File: src/rtl/ascon_pkg.sv
// shared types, constants and helpers for the ascon aead block core
package ascon_pkg;

    localparam int LANE_W     = 64;
    localparam int NUM_LANES  = 5;
    localparam int NUM_ROUNDS = 12;
    localparam int ROUND_W    = 4;
    localparam int RC_W       = 8;
    localparam int CFG_ADDR_W = 2;

    localparam int S_TDATA_W = 320;
    localparam int S_TUSER_W = 2;
    localparam int M_TDATA_W = 200;
    localparam int M_TUSER_W = 1;

    localparam logic [LANE_W-1:0] ASCON_IV = 64'h80400c0600000000;

    // first round index for a full and a reduced permutation
    localparam logic [ROUND_W-1:0] ROUND_FIRST_FULL = 4'd0;
    localparam logic [ROUND_W-1:0] ROUND_FIRST_HALF = 4'd6;
    localparam logic [ROUND_W-1:0] ROUND_LAST       = 4'd11;

    localparam logic [RC_W-1:0] ROUND_CONST [NUM_ROUNDS] = '{
        8'hf0, 8'he1, 8'hd2, 8'hc3, 8'hb4, 8'ha5,
        8'h96, 8'h87, 8'h78, 8'h69, 8'h5a, 8'h4b
    };

    typedef logic [LANE_W-1:0] lane_t;
    typedef logic [NUM_LANES-1:0][LANE_W-1:0] lanes_t;

    typedef enum logic [1:0] {
        CMD_START = 2'd0,
        CMD_AD    = 2'd1,
        CMD_TEXT  = 2'd2,
        CMD_FINAL = 2'd3
    } cmd_t;

    typedef enum logic [CFG_ADDR_W-1:0] {
        CFG_KEY_HIGH = 2'd0,
        CFG_KEY_LOW  = 2'd1,
        CFG_DECRYPT  = 2'd2,
        CFG_UNUSED   = 2'd3
    } cfg_addr_t;

    typedef enum logic [1:0] {
        ST_IDLE   = 2'd0,
        ST_PERM   = 2'd1,
        ST_FINISH = 2'd2
    } state_t;

    function automatic lane_t rotr(input lane_t v, input int n);
        rotr = (v >> n) | (v << (LANE_W - n));
    endfunction

endpackage

File: src/rtl/ascon_aead_block_core.sv
// ascon aead block core: command sequencer, state lanes and output register
// sequence: start and finalize run accept, the full permutation, then the finish step;
// associated data runs the reduced permutation, or only its accept once it is dropped;
// text runs it too, or skips to finish if none is due; one round of the shared unit per cycle
// result beat is presented the cycle after the finish cycle, held until taken
// rst_n asynchronously clears lanes, flags, key, mode and the output valid
module ascon_aead_block_core
(
    input  logic                                 clk,
    input  logic                                 rst_n,

    input  logic                                 cfg_we,
    input  logic [ascon_pkg::CFG_ADDR_W-1:0]     cfg_addr,
    input  logic [ascon_pkg::LANE_W-1:0]         cfg_data,

    input  logic                                 s_axis_tvalid,
    output logic                                 s_axis_tready,
    // data_block, nonce_high, nonce_low, expected_tag_high, expected_tag_low
    input  logic [ascon_pkg::S_TDATA_W-1:0]      s_axis_tdata,
    // cmd
    input  logic [ascon_pkg::S_TUSER_W-1:0]      s_axis_tuser,

    output logic                                 m_axis_tvalid,
    input  logic                                 m_axis_tready,
    // out_block, tag_high, tag_low, tag_match, zero fill
    output logic [ascon_pkg::M_TDATA_W-1:0]      m_axis_tdata,
    // is_tag
    output logic [ascon_pkg::M_TUSER_W-1:0]      m_axis_tuser
);

    localparam int LW = ascon_pkg::LANE_W;

    ascon_pkg::state_t                  state_reg, state_next;
    ascon_pkg::lanes_t                  lanes_reg, lanes_next;
    logic                               ds_reg, ds_next;
    logic                               pending_reg, pending_next;
    logic [ascon_pkg::ROUND_W-1:0]      round_reg, round_next;
    ascon_pkg::cmd_t                    cmd_reg, cmd_next;
    ascon_pkg::lane_t                   data_reg, data_next;
    ascon_pkg::lane_t                   exp_hi_reg, exp_hi_next;
    ascon_pkg::lane_t                   exp_lo_reg, exp_lo_next;
    ascon_pkg::lane_t                   key_high_reg, key_low_reg;
    logic                               dec_reg;
    logic                               m_valid_reg, m_valid_next;
    logic [ascon_pkg::M_TDATA_W-1:0]    m_data_reg, m_data_next;
    logic [ascon_pkg::M_TUSER_W-1:0]    m_user_reg, m_user_next;

    ascon_pkg::cmd_t                    in_cmd;
    ascon_pkg::lane_t                   in_data, in_nonce_hi, in_nonce_lo;
    ascon_pkg::lane_t                   in_exp_hi, in_exp_lo;
    ascon_pkg::lanes_t                  round_out;
    logic                               out_free;
    logic                               accept;
    ascon_pkg::lane_t                   res, tag_hi, tag_lo;
    ascon_pkg::lane_t                   ds_flip;

    assign in_cmd      = ascon_pkg::cmd_t'(s_axis_tuser);
    assign in_data     = s_axis_tdata[LW-1:0];
    assign in_nonce_hi = s_axis_tdata[2*LW-1:LW];
    assign in_nonce_lo = s_axis_tdata[3*LW-1:2*LW];
    assign in_exp_hi   = s_axis_tdata[4*LW-1:3*LW];
    assign in_exp_lo   = s_axis_tdata[5*LW-1:4*LW];

    assign out_free = !m_valid_reg || m_axis_tready;
    assign accept   = s_axis_tvalid && s_axis_tready;
    assign ds_flip  = {{(LW-1){1'b0}}, ~ds_reg};

    assign res    = data_reg ^ lanes_reg[0];
    assign tag_hi = lanes_reg[3] ^ key_high_reg;
    assign tag_lo = lanes_reg[4] ^ key_low_reg;

    ascon_round u_round
    (
        .lanes_in    (lanes_reg),
        .round_const (ascon_pkg::ROUND_CONST[round_reg]),
        .lanes_out   (round_out)
    );

    // next state
    always_comb
    begin
        state_next = state_reg;
        case (state_reg)
            ascon_pkg::ST_IDLE:
            begin
                if (s_axis_tvalid)
                begin
                    case (in_cmd)
                        ascon_pkg::CMD_START: state_next = ascon_pkg::ST_PERM;
                        ascon_pkg::CMD_AD:
                            state_next = ds_reg ? ascon_pkg::ST_IDLE : ascon_pkg::ST_PERM;
                        ascon_pkg::CMD_TEXT:
                            state_next = pending_reg ? ascon_pkg::ST_PERM
                                                     : ascon_pkg::ST_FINISH;
                        ascon_pkg::CMD_FINAL: state_next = ascon_pkg::ST_PERM;
                        default: state_next = ascon_pkg::ST_IDLE;
                    endcase
                end
            end
            ascon_pkg::ST_PERM:
            begin
                if (round_reg == ascon_pkg::ROUND_LAST)
                    state_next = ascon_pkg::ST_FINISH;
            end
            ascon_pkg::ST_FINISH:
            begin
                if (cmd_reg inside {ascon_pkg::CMD_START, ascon_pkg::CMD_AD} || out_free)
                    state_next = ascon_pkg::ST_IDLE;
            end
            default: state_next = ascon_pkg::ST_IDLE;
        endcase
    end

    // datapath and outputs
    always_comb
    begin
        s_axis_tready = (state_reg == ascon_pkg::ST_IDLE);
        lanes_next    = lanes_reg;
        ds_next       = ds_reg;
        pending_next  = pending_reg;
        round_next    = round_reg;
        cmd_next      = cmd_reg;
        data_next     = data_reg;
        exp_hi_next   = exp_hi_reg;
        exp_lo_next   = exp_lo_reg;
        m_valid_next  = m_valid_reg && !m_axis_tready;
        m_data_next   = m_data_reg;
        m_user_next   = m_user_reg;

        case (state_reg)
            ascon_pkg::ST_IDLE:
            begin
                if (accept)
                begin
                    cmd_next    = in_cmd;
                    data_next   = in_data;
                    exp_hi_next = in_exp_hi;
                    exp_lo_next = in_exp_lo;
                    case (in_cmd)
                        ascon_pkg::CMD_START:
                        begin
                            lanes_next[0] = ascon_pkg::ASCON_IV;
                            lanes_next[1] = key_high_reg;
                            lanes_next[2] = key_low_reg;
                            lanes_next[3] = in_nonce_hi;
                            lanes_next[4] = in_nonce_lo;
                            round_next    = ascon_pkg::ROUND_FIRST_FULL;
                            ds_next       = 1'b0;
                            pending_next  = 1'b0;
                        end
                        ascon_pkg::CMD_AD:
                        begin
                            // associated data is absorbed only before the domain bit is dropped
                            if (!ds_reg)
                                lanes_next[0] = lanes_reg[0] ^ in_data;
                            round_next = ascon_pkg::ROUND_FIRST_HALF;
                        end
                        ascon_pkg::CMD_TEXT:
                        begin
                            lanes_next[4] = lanes_reg[4] ^ ds_flip;
                            ds_next       = 1'b1;
                            round_next    = ascon_pkg::ROUND_FIRST_HALF;
                        end
                        ascon_pkg::CMD_FINAL:
                        begin
                            lanes_next[1] = lanes_reg[1] ^ key_high_reg;
                            lanes_next[2] = lanes_reg[2] ^ key_low_reg;
                            lanes_next[4] = lanes_reg[4] ^ ds_flip;
                            ds_next       = 1'b1;
                            round_next    = ascon_pkg::ROUND_FIRST_FULL;
                        end
                        default: ;
                    endcase
                end
            end
            ascon_pkg::ST_PERM:
            begin
                lanes_next = round_out;
                round_next = round_reg + 1'b1;
            end
            ascon_pkg::ST_FINISH:
            begin
                case (cmd_reg)
                    ascon_pkg::CMD_START:
                    begin
                        lanes_next[3] = tag_hi;
                        lanes_next[4] = tag_lo;
                    end
                    ascon_pkg::CMD_TEXT:
                    begin
                        if (out_free)
                        begin
                            lanes_next[0] = dec_reg ? data_reg : res;
                            pending_next  = 1'b1;
                            m_valid_next  = 1'b1;
                            m_data_next   = {7'd0, 1'b0, {LW{1'b0}}, {LW{1'b0}}, res};
                            m_user_next   = 1'b0;
                        end
                    end
                    ascon_pkg::CMD_FINAL:
                    begin
                        if (out_free)
                        begin
                            lanes_next[3] = tag_hi;
                            lanes_next[4] = tag_lo;
                            pending_next  = 1'b0;
                            m_valid_next  = 1'b1;
                            m_data_next   = {7'd0,
                                             (tag_hi == exp_hi_reg) && (tag_lo == exp_lo_reg),
                                             tag_lo, tag_hi, {LW{1'b0}}};
                            m_user_next   = 1'b1;
                        end
                    end
                    default: ;
                endcase
            end
            default: ;
        endcase
    end

    assign m_axis_tvalid = m_valid_reg;
    assign m_axis_tdata  = m_data_reg;
    assign m_axis_tuser  = m_user_reg;

    always_ff @(posedge clk or negedge rst_n)
    begin
        if (!rst_n)
        begin
            state_reg    <= ascon_pkg::ST_IDLE;
            lanes_reg    <= '0;
            ds_reg       <= 1'b0;
            pending_reg  <= 1'b0;
            round_reg    <= '0;
            cmd_reg      <= ascon_pkg::CMD_START;
            key_high_reg <= '0;
            key_low_reg  <= '0;
            dec_reg      <= 1'b0;
            m_valid_reg  <= 1'b0;
        end
        else
        begin
            state_reg   <= state_next;
            lanes_reg   <= lanes_next;
            ds_reg      <= ds_next;
            pending_reg <= pending_next;
            round_reg   <= round_next;
            cmd_reg     <= cmd_next;
            m_valid_reg <= m_valid_next;
            if (cfg_we)
            begin
                case (ascon_pkg::cfg_addr_t'(cfg_addr))
                    ascon_pkg::CFG_KEY_HIGH: key_high_reg <= cfg_data;
                    ascon_pkg::CFG_KEY_LOW:  key_low_reg  <= cfg_data;
                    ascon_pkg::CFG_DECRYPT:  dec_reg      <= cfg_data[0];
                    default: ;
                endcase
            end
        end
    end

    always_ff @(posedge clk)
    begin
        data_reg   <= data_next;
        exp_hi_reg <= exp_hi_next;
        exp_lo_reg <= exp_lo_next;
        m_data_reg <= m_data_next;
        m_user_reg <= m_user_next;
    end

    // round counter never runs past the last round constant
    assert property (@(posedge clk) disable iff (!rst_n)
        state_reg == ascon_pkg::ST_PERM |-> round_reg <= ascon_pkg::ROUND_LAST)
        else $error("round index out of range");

    // the permutation is only left after its last round
    assert property (@(posedge clk) disable iff (!rst_n)
        state_reg == ascon_pkg::ST_PERM && state_next != ascon_pkg::ST_PERM
        |-> round_reg == ascon_pkg::ROUND_LAST)
        else $error("permutation cut short");

    // a new result beat only comes out of the finish step
    assert property (@(posedge clk) disable iff (!rst_n)
        $rose(m_valid_reg) |-> $past(state_reg) == ascon_pkg::ST_FINISH)
        else $error("result beat without finish step");

    // a fresh tag beat leaves no text permutation pending
    assert property (@(posedge clk) disable iff (!rst_n)
        $rose(m_valid_reg) && m_user_reg[0] |-> !pending_reg && ds_reg)
        else $error("tag beat with inconsistent flags");

endmodule

File: src/rtl/ascon_round.sv
// one round of the ascon permutation, shared by every permutation step
module ascon_round
(
    input  ascon_pkg::lanes_t           lanes_in,
    input  logic [ascon_pkg::RC_W-1:0]  round_const,
    output ascon_pkg::lanes_t           lanes_out
);

    ascon_pkg::lane_t x0, x1, x2, x3, x4;
    ascon_pkg::lane_t t0, t1, t2, t3, t4;

    always_comb
    begin
        x0 = lanes_in[0];
        x1 = lanes_in[1];
        x2 = lanes_in[2] ^ {{(ascon_pkg::LANE_W-ascon_pkg::RC_W){1'b0}}, round_const};
        x3 = lanes_in[3];
        x4 = lanes_in[4];

        // substitution layer, bit-sliced
        x0 = x0 ^ x4;
        x4 = x4 ^ x3;
        x2 = x2 ^ x1;
        t0 = ~x0 & x1;
        t1 = ~x1 & x2;
        t2 = ~x2 & x3;
        t3 = ~x3 & x4;
        t4 = ~x4 & x0;
        x0 = x0 ^ t1;
        x1 = x1 ^ t2;
        x2 = x2 ^ t3;
        x3 = x3 ^ t4;
        x4 = x4 ^ t0;
        x1 = x1 ^ x0;
        x0 = x0 ^ x4;
        x3 = x3 ^ x2;
        x2 = ~x2;

        // linear diffusion layer
        lanes_out[0] = x0 ^ ascon_pkg::rotr(x0, 19) ^ ascon_pkg::rotr(x0, 28);
        lanes_out[1] = x1 ^ ascon_pkg::rotr(x1, 61) ^ ascon_pkg::rotr(x1, 39);
        lanes_out[2] = x2 ^ ascon_pkg::rotr(x2, 1) ^ ascon_pkg::rotr(x2, 6);
        lanes_out[3] = x3 ^ ascon_pkg::rotr(x3, 10) ^ ascon_pkg::rotr(x3, 17);
        lanes_out[4] = x4 ^ ascon_pkg::rotr(x4, 7) ^ ascon_pkg::rotr(x4, 41);
    end

endmodule
File: config.mk
export PLATFORM = sky130hd
export DESIGN_NAME = ascon_aead_block_core
export DESIGN_NICKNAME = d
export VERILOG_FILES = /design/src/rtl/ascon_pkg.sv /design/src/rtl/ascon_aead_block_core.sv /design/src/rtl/ascon_round.sv
export SDC_FILE = /design/constraint.sdc
export NUM_CORES = 2
export LEC_CHECK = 0
export BUFFER_PORTS_ARGS = -buffer_cell sky130_fd_sc_hd__buf_2
export CAP_MARGIN = 25
export CORE_MARGIN = 2
export CORE_UTILIZATION = 55
export CTS_CLUSTER_DIAMETER = 80
export DETAILED_ROUTE_END_ITERATION = 16
export HOLD_SLACK_MARGIN = 0.05
export PLACE_DENSITY = 0.78
export SLEW_MARGIN = 0
export SYNTH_ARGS = -nofsm -noshare
export SYNTH_HDL_FRONTEND = slang
export SYNTH_HIERARCHICAL = 1
export SYNTH_SLANG_ARGS = --single-unit
File: constraint.sdc
create_clock -name clk -period 11.2 [get_ports clk]
set_input_delay 0.56 -clock clk [delete_from_list [all_inputs] [get_ports clk]]
set_output_delay 0.56 -clock clk [all_outputs]
set_load 0.02 [all_outputs]
### Yosys cells after proc, flatten, opt, wreduce, memory -nomap -nowiden

Memory sizes are Yosys's and may differ from the RTL's.
Cells that the tools add are included.

* register bits: 853
* bits in read-only memories: 128
* memories: 1

Memory list
* (no name shown): depth 16, width 8, rd ports 1, clocked after Yosys merged registers in 0, write ports 0, line ascon_aead_block_core.sv:75 `.round_const (ascon_pkg::ROUND_CONST[round_reg]),`

* bitwise logic cells: 52
* $lt $le $gt $ge: 1
* $add $sub $neg: 1
* mux-type cells: 40
* reductions and logical operators: 34
* equality and inequality tests: 30

Operator list (number)
* XOR 64 bit: 27
* one-hot mux 128 bit (2 select lines): 3
* two-way mux 200 bit: 2
* one-hot mux 200 bit (2 select lines): 1
* inverter 64 bit: 6
* one-hot mux 128 bit (3 select lines): 1
* AND 64 bit: 5
* two-way mux 320 bit: 1
* two-way mux 64 bit: 5
* one-hot mux 64 bit (2 select lines): 2
* one-hot mux 64 bit (3 select lines): 1
* equality test 64 bit: 2
* two-way mux 128 bit: 1
* OR 23 x 64 -> 64 bit: 1
* OR 25 x 64 -> 64 bit: 1
* OR 3 x 64 -> 64 bit: 1
* OR 36 x 64 -> 64 bit: 1
* OR 45 x 64 -> 64 bit: 1
* OR 47 x 64 -> 64 bit: 1
* OR 54 x 64 -> 64 bit: 1
* OR 57 x 64 -> 64 bit: 1
* OR 58 x 64 -> 64 bit: 1
* OR 63 x 64 -> 64 bit: 1
* XOR 64 x 1 -> 64 bit: 1
* 32 further kinds: 90

### Depth between registers and ports, before layout

* depth in word-level cells: 14
* gate-level depth with buffers: 12

### By module

Netlist, hierarchy kept.

Modules (own cells, without submodules)
* ascon_aead_block_core: area each 39725.6 sq um, seq. area each 23102.2 sq um, cells an instance 3599, times used 1
* ascon_round: area each 16171.8 sq um, seq. area each 0.0 sq um, cells an instance 1566, times used 1

### Worst setup path before layout

No wires, ideal clock.

* path kind: reg2reg
* start: register state_reg[0]
* end: register m_data_reg (netlist bit m_axis_tdata[0]) (enable)
* data arrival time: 9713 ps
* cell stages (with the launch flop): 7
* buffers on the path: 2
* period minus slack after synthesis: 10485 ps
* setup slack: 715 ps
* data required time: 10428 ps
* setup time: 772 ps
* path through: dfrtp_1 -> inv_1 -> ha_1 -> clkbuf_1 -> clkbuf_1 -> nand2_1 -> nor2b_1

* longest elaborated chain between the ends: 2

Ends and longest elaborated chain
* start, declared: line ascon_aead_block_core.sv:33 `ascon_pkg::state_t state_reg, state_next;`
* start signal, assigned: line ascon_aead_block_core.sv:229 `state_reg <= ascon_pkg::ST_IDLE;`
* start signal, assigned: line ascon_aead_block_core.sv:242 `state_reg <= state_next;`
* equality test 2 bit: line ascon_aead_block_core.sv:130 `case (state_reg)`
* AND reduction 4 bit (no line)
* end signal, assigned: line ascon_aead_block_core.sv:266 `m_data_reg <= m_data_next;`
* end, declared: line ascon_aead_block_core.sv:45 `logic [ascon_pkg::M_TDATA_W-1:0] m_data_reg, m_data_next;`

Every way passes these cells.
A chain may end at the register's enable or synchronous reset.

### Worst setup path after layout

* start: register state_reg[1]
* end: register lanes_reg[152] (netlist name)

* longest elaborated chain between the ends: 4

Ends and longest elaborated chain
* zero test 2 bit: line ascon_aead_block_core.sv:117, ascon_aead_block_core.sv:130
* logical AND 1 bit: line ascon_aead_block_core.sv:65 `assign accept = s_axis_tvalid && s_axis_tready;`
* != test 2 x 1 -> 1 bit (no line)
* AND reduction 3 bit (no line)
* end signal, assigned: line ascon_aead_block_core.sv:243 `lanes_reg <= lanes_next;`
* end, declared: line ascon_aead_block_core.sv:34 `ascon_pkg::lanes_t lanes_reg, lanes_next;`

Parallel ways exist; a longest one is shown, timed or not.

==> out/qor.csv <==
stage,metric,value,unit
logic_synthesis,Post-Synth Simple-Gate Area,0.0802,
logic_synthesis,Synth top area share,0.207,
logic_synthesis,"count leader, synth",xnor2_1,
layout,synthesis-to-layout area growth,17.6,%
route,initial drt markers,7303,
setup_path,Buf/Inv on CP,5,
cts,Bufs on Longest Clock Path,3,
placement,Post-DP HPWL,189000,um
cts,root buffer cell,clkbuf_16,
route,mean routed wirelength per cell,33.7,um
logic_synthesis,Synth Area in Adders,0.0372,
timing,RSZ-0062 raised after global routing,no,
placement,Setup WS pre-CTS,7.50,ns
setup_path,critical path data required time,11.73,ns
logic_synthesis,post-synthesis mux area share,0.0283,
die,die width,323,um
setup_path,Startpoint Class,flip-flop,
logic_synthesis,Synth Area in Compound Gates,0.139,
die,die area,104000,um2
job,Max Cap Viol,0,
setup_path,worst-path cell chain,"inv_1, ha_4, inv_6, o21ai_4, and2_4, buf_4, buf_16, buf_4, a31o_1, a21oi_1",
logic_synthesis,sequential area share after synthesis,0.413,
grt,initial antenna violation count,19,
logic_synthesis,Mapped Area,55900,um2
grt,number of global-route vias before repair,44100,
cts,CTS tree,built,
timing,Clock Skews,0.0311,ns
logic_synthesis,xor/xnor cell area share of the yosys netlist,0.272,
grt,busiest grt layer,met2,
setup_path,CP most frequent cell,buf_4,
route,Post-DRT Antenna Nets,0,
grt,total global routing overflow,0,
route,vias post-DR,47100,
logic_synthesis,Ys Warns,6,
layout,max FFs per register,320,
setup_path,Worst path slowest cell,buf_4,
timing,final worst path period share,0.344,
logic_synthesis,syn avg cell area,10.8,um2
setup_path,crit-path max cell delay,0.65,ns
layout,layout cells sized above 1,0.192,
timing,Setup TNS,0,ns
grt,all-layer global routing usage,0.469,
die,Core ar.,100000,um2
logic_synthesis,#FFs+latches synth,846,
die,initial core utilization,0.557,
setup_path,CP endpoint kind,flip-flop,
timing,final hold vios,0,
timing,Worst slew margin,0.142,
logic_synthesis,ys async rst share,0.544,
cts,level count of the clock H-tree,3,
logic_synthesis,synth top area cells,"edfxtp_1, dfrtp_1, xnor2_1",
timing,Worst Max-Slew Pin Slew,1.28,ns
route,DRC,0,
timing,Final WS setup,7.34,ns
timing,Tmin final,3.86,ns
placement,routability cong.,1.10,
logic_synthesis,Post-Synthesis Cells,5165,
run_status,status,completed,
cts,CTS clock-pin slew for the worst setup and hold paths,0.06,ns
layout,Nets,6435,
timing,final setup vio count,0,
logic_synthesis,Post-synth top cells,"xnor2_1, nand2_1, dfrtp_1, edfxtp_1, a21oi_1",
cts,clk sinks,846,
setup_path,"delay-heaviest family, CP",buffers and inverters,
route,First-pass DRT Iterations,6,
setup_path,WP data arrival,4.38,ns
die,number of core rows,116,
grt,met2 Usage GRT,0.669,
logic_synthesis,Yosys cell types,52,
layout,# fillers,7810,
cts,Skew-Pair Late Insertion Delay,0.71,ns
die,die height,323,um
route,Vias/cell,6.39,
layout,"Core Util, Final",0.655,
logic_synthesis,number of flops mapped to enable cells by yosys,386,
placement,Buffers on Ports,588,
grt,first-pass GRT wire length,338000,um
grt,pin count of the biggest net entering global routing,133,
die,num ports,596,
logic_synthesis,combinational family with the most area after synthesis,XOR/XNOR gates,
timing,pins over their slew limit,0,
grt,met3 Resource Use GR,0.162,
worst_hold_path,Hold/Removal Path Class,in2reg,
logic_synthesis,ys flop type,dfrtp_1,
logic_synthesis,"area leader, netlist",edfxtp_1,
grt,met1 capacity usage during global routing,0.600,
timing,Max Fclk,259,MHz
setup_path,Setup CP Type,reg2reg,
cts,TritonCTS Buffers,96,
setup_path,"critical path fanouts, max",78,
route,final WL,248000,um
[logic make-up (layout without fill, tap and decap cells)]
| kind of cell | Yosys count | in the layout |
|---|---|---|
| AOI/OAI and AO/OA | 1310 | 1310 |
| xor gates and xnor gates | 1244 | 1244 |
| and+or+nand+nor | 1022 | 1022 |
| DFF | 846 | 846 |
| buffers and inverters | 428 | 1242 |
| adders and majority gates | 172 | 172 |
| muxes | 142 | 142 |
| other | 1 | 27 |
[placed cells by master, fill, tap and decap left out, types with 21 or more instances in the layout]
master,synthesis,routed
nor3b_1,59,58
ha_1,138,135
xnor3_1,234,234
and2_1,49,48
buf_2,9,587
a22oi_1,100,100
a31o_1,128,128
clkbuf_1,228,25
inv_1,172,170
xnor2_2,81,87
dlygate4sd3_1,0,143
nand4_1,21,21
nor2_1,307,307
o21ai_0,262,262
maj3_1,24,24
a22o_1,22,22
o22ai_1,138,138
mux2_2,130,130
o21ai_1,189,187
buf_4,7,150
xnor2_1,691,685
dfrtp_1,460,459
xor2_1,203,203
o211ai_1,43,43
nor2b_1,61,60
xor3_1,28,28
clkbuf_16,0,99
nand2_1,488,485
a21oi_1,383,383
edfxtp_1,386,386
[stage by stage]
step	cells	area (um2)	hold slack, ns
floorplan	5171	55900	0.264
global placement	6987	60700	0.499
detailed placement	7008	60900	0.504
CTS	7327	65500	0.0501
global route	7346	65700	0.0543
finish	7362	65800	0.0673
[metal layers]
layer  vias up  wire length, um
met5         -              315
met4        20            21200
met3       736            33000
met2      3382           104000
met1     23200            89800
li1      19700                -
[cell type report]
cell class | instances | area (um2) | share of cell area
antenna | 20 | 50.0 | 0.000761
clock buffer | 130 | 2650 | 0.0404
clock inverter | 49 | 559 | 0.00851
inverter | 175 | 673 | 0.0102
multi-input combinational | 3897 | 31400 | 0.477
sequential | 846 | 23100 | 0.351
tap | 1357 | 1700 | 0.0258
timing repair buffer | 888 | 5670 | 0.0862
[repair_timing]
action | in CTS | in global routing
endpoints found under the hold margin | 224 | 3
resized for setup | 0 | 0
hold buffers | 140 | 3
buffers inserted | 0 | 0
[path summary, 6_finish.rpt]
kind                                   start  slack, ns  cells past startpoint             end
max in group asynchronous              rst_n       8.55                      4  lanes_reg[111]
hold reg to reg                      dec_reg       0.52                      1         dec_reg
min in group asynchronous              rst_n       0.44                      2   lanes_reg[57]
setup reg to reg                state_reg[1]       7.34                     10  lanes_reg[152]
setup / recovery                state_reg[1]       7.34                     10  lanes_reg[152]
hold / removal             s_axis_tdata[258]       0.07                      1   exp_lo_reg[2]
Power is not shown: default switching activity piles up to over one toggle a cycle in this logic, so the estimate is an artifact.
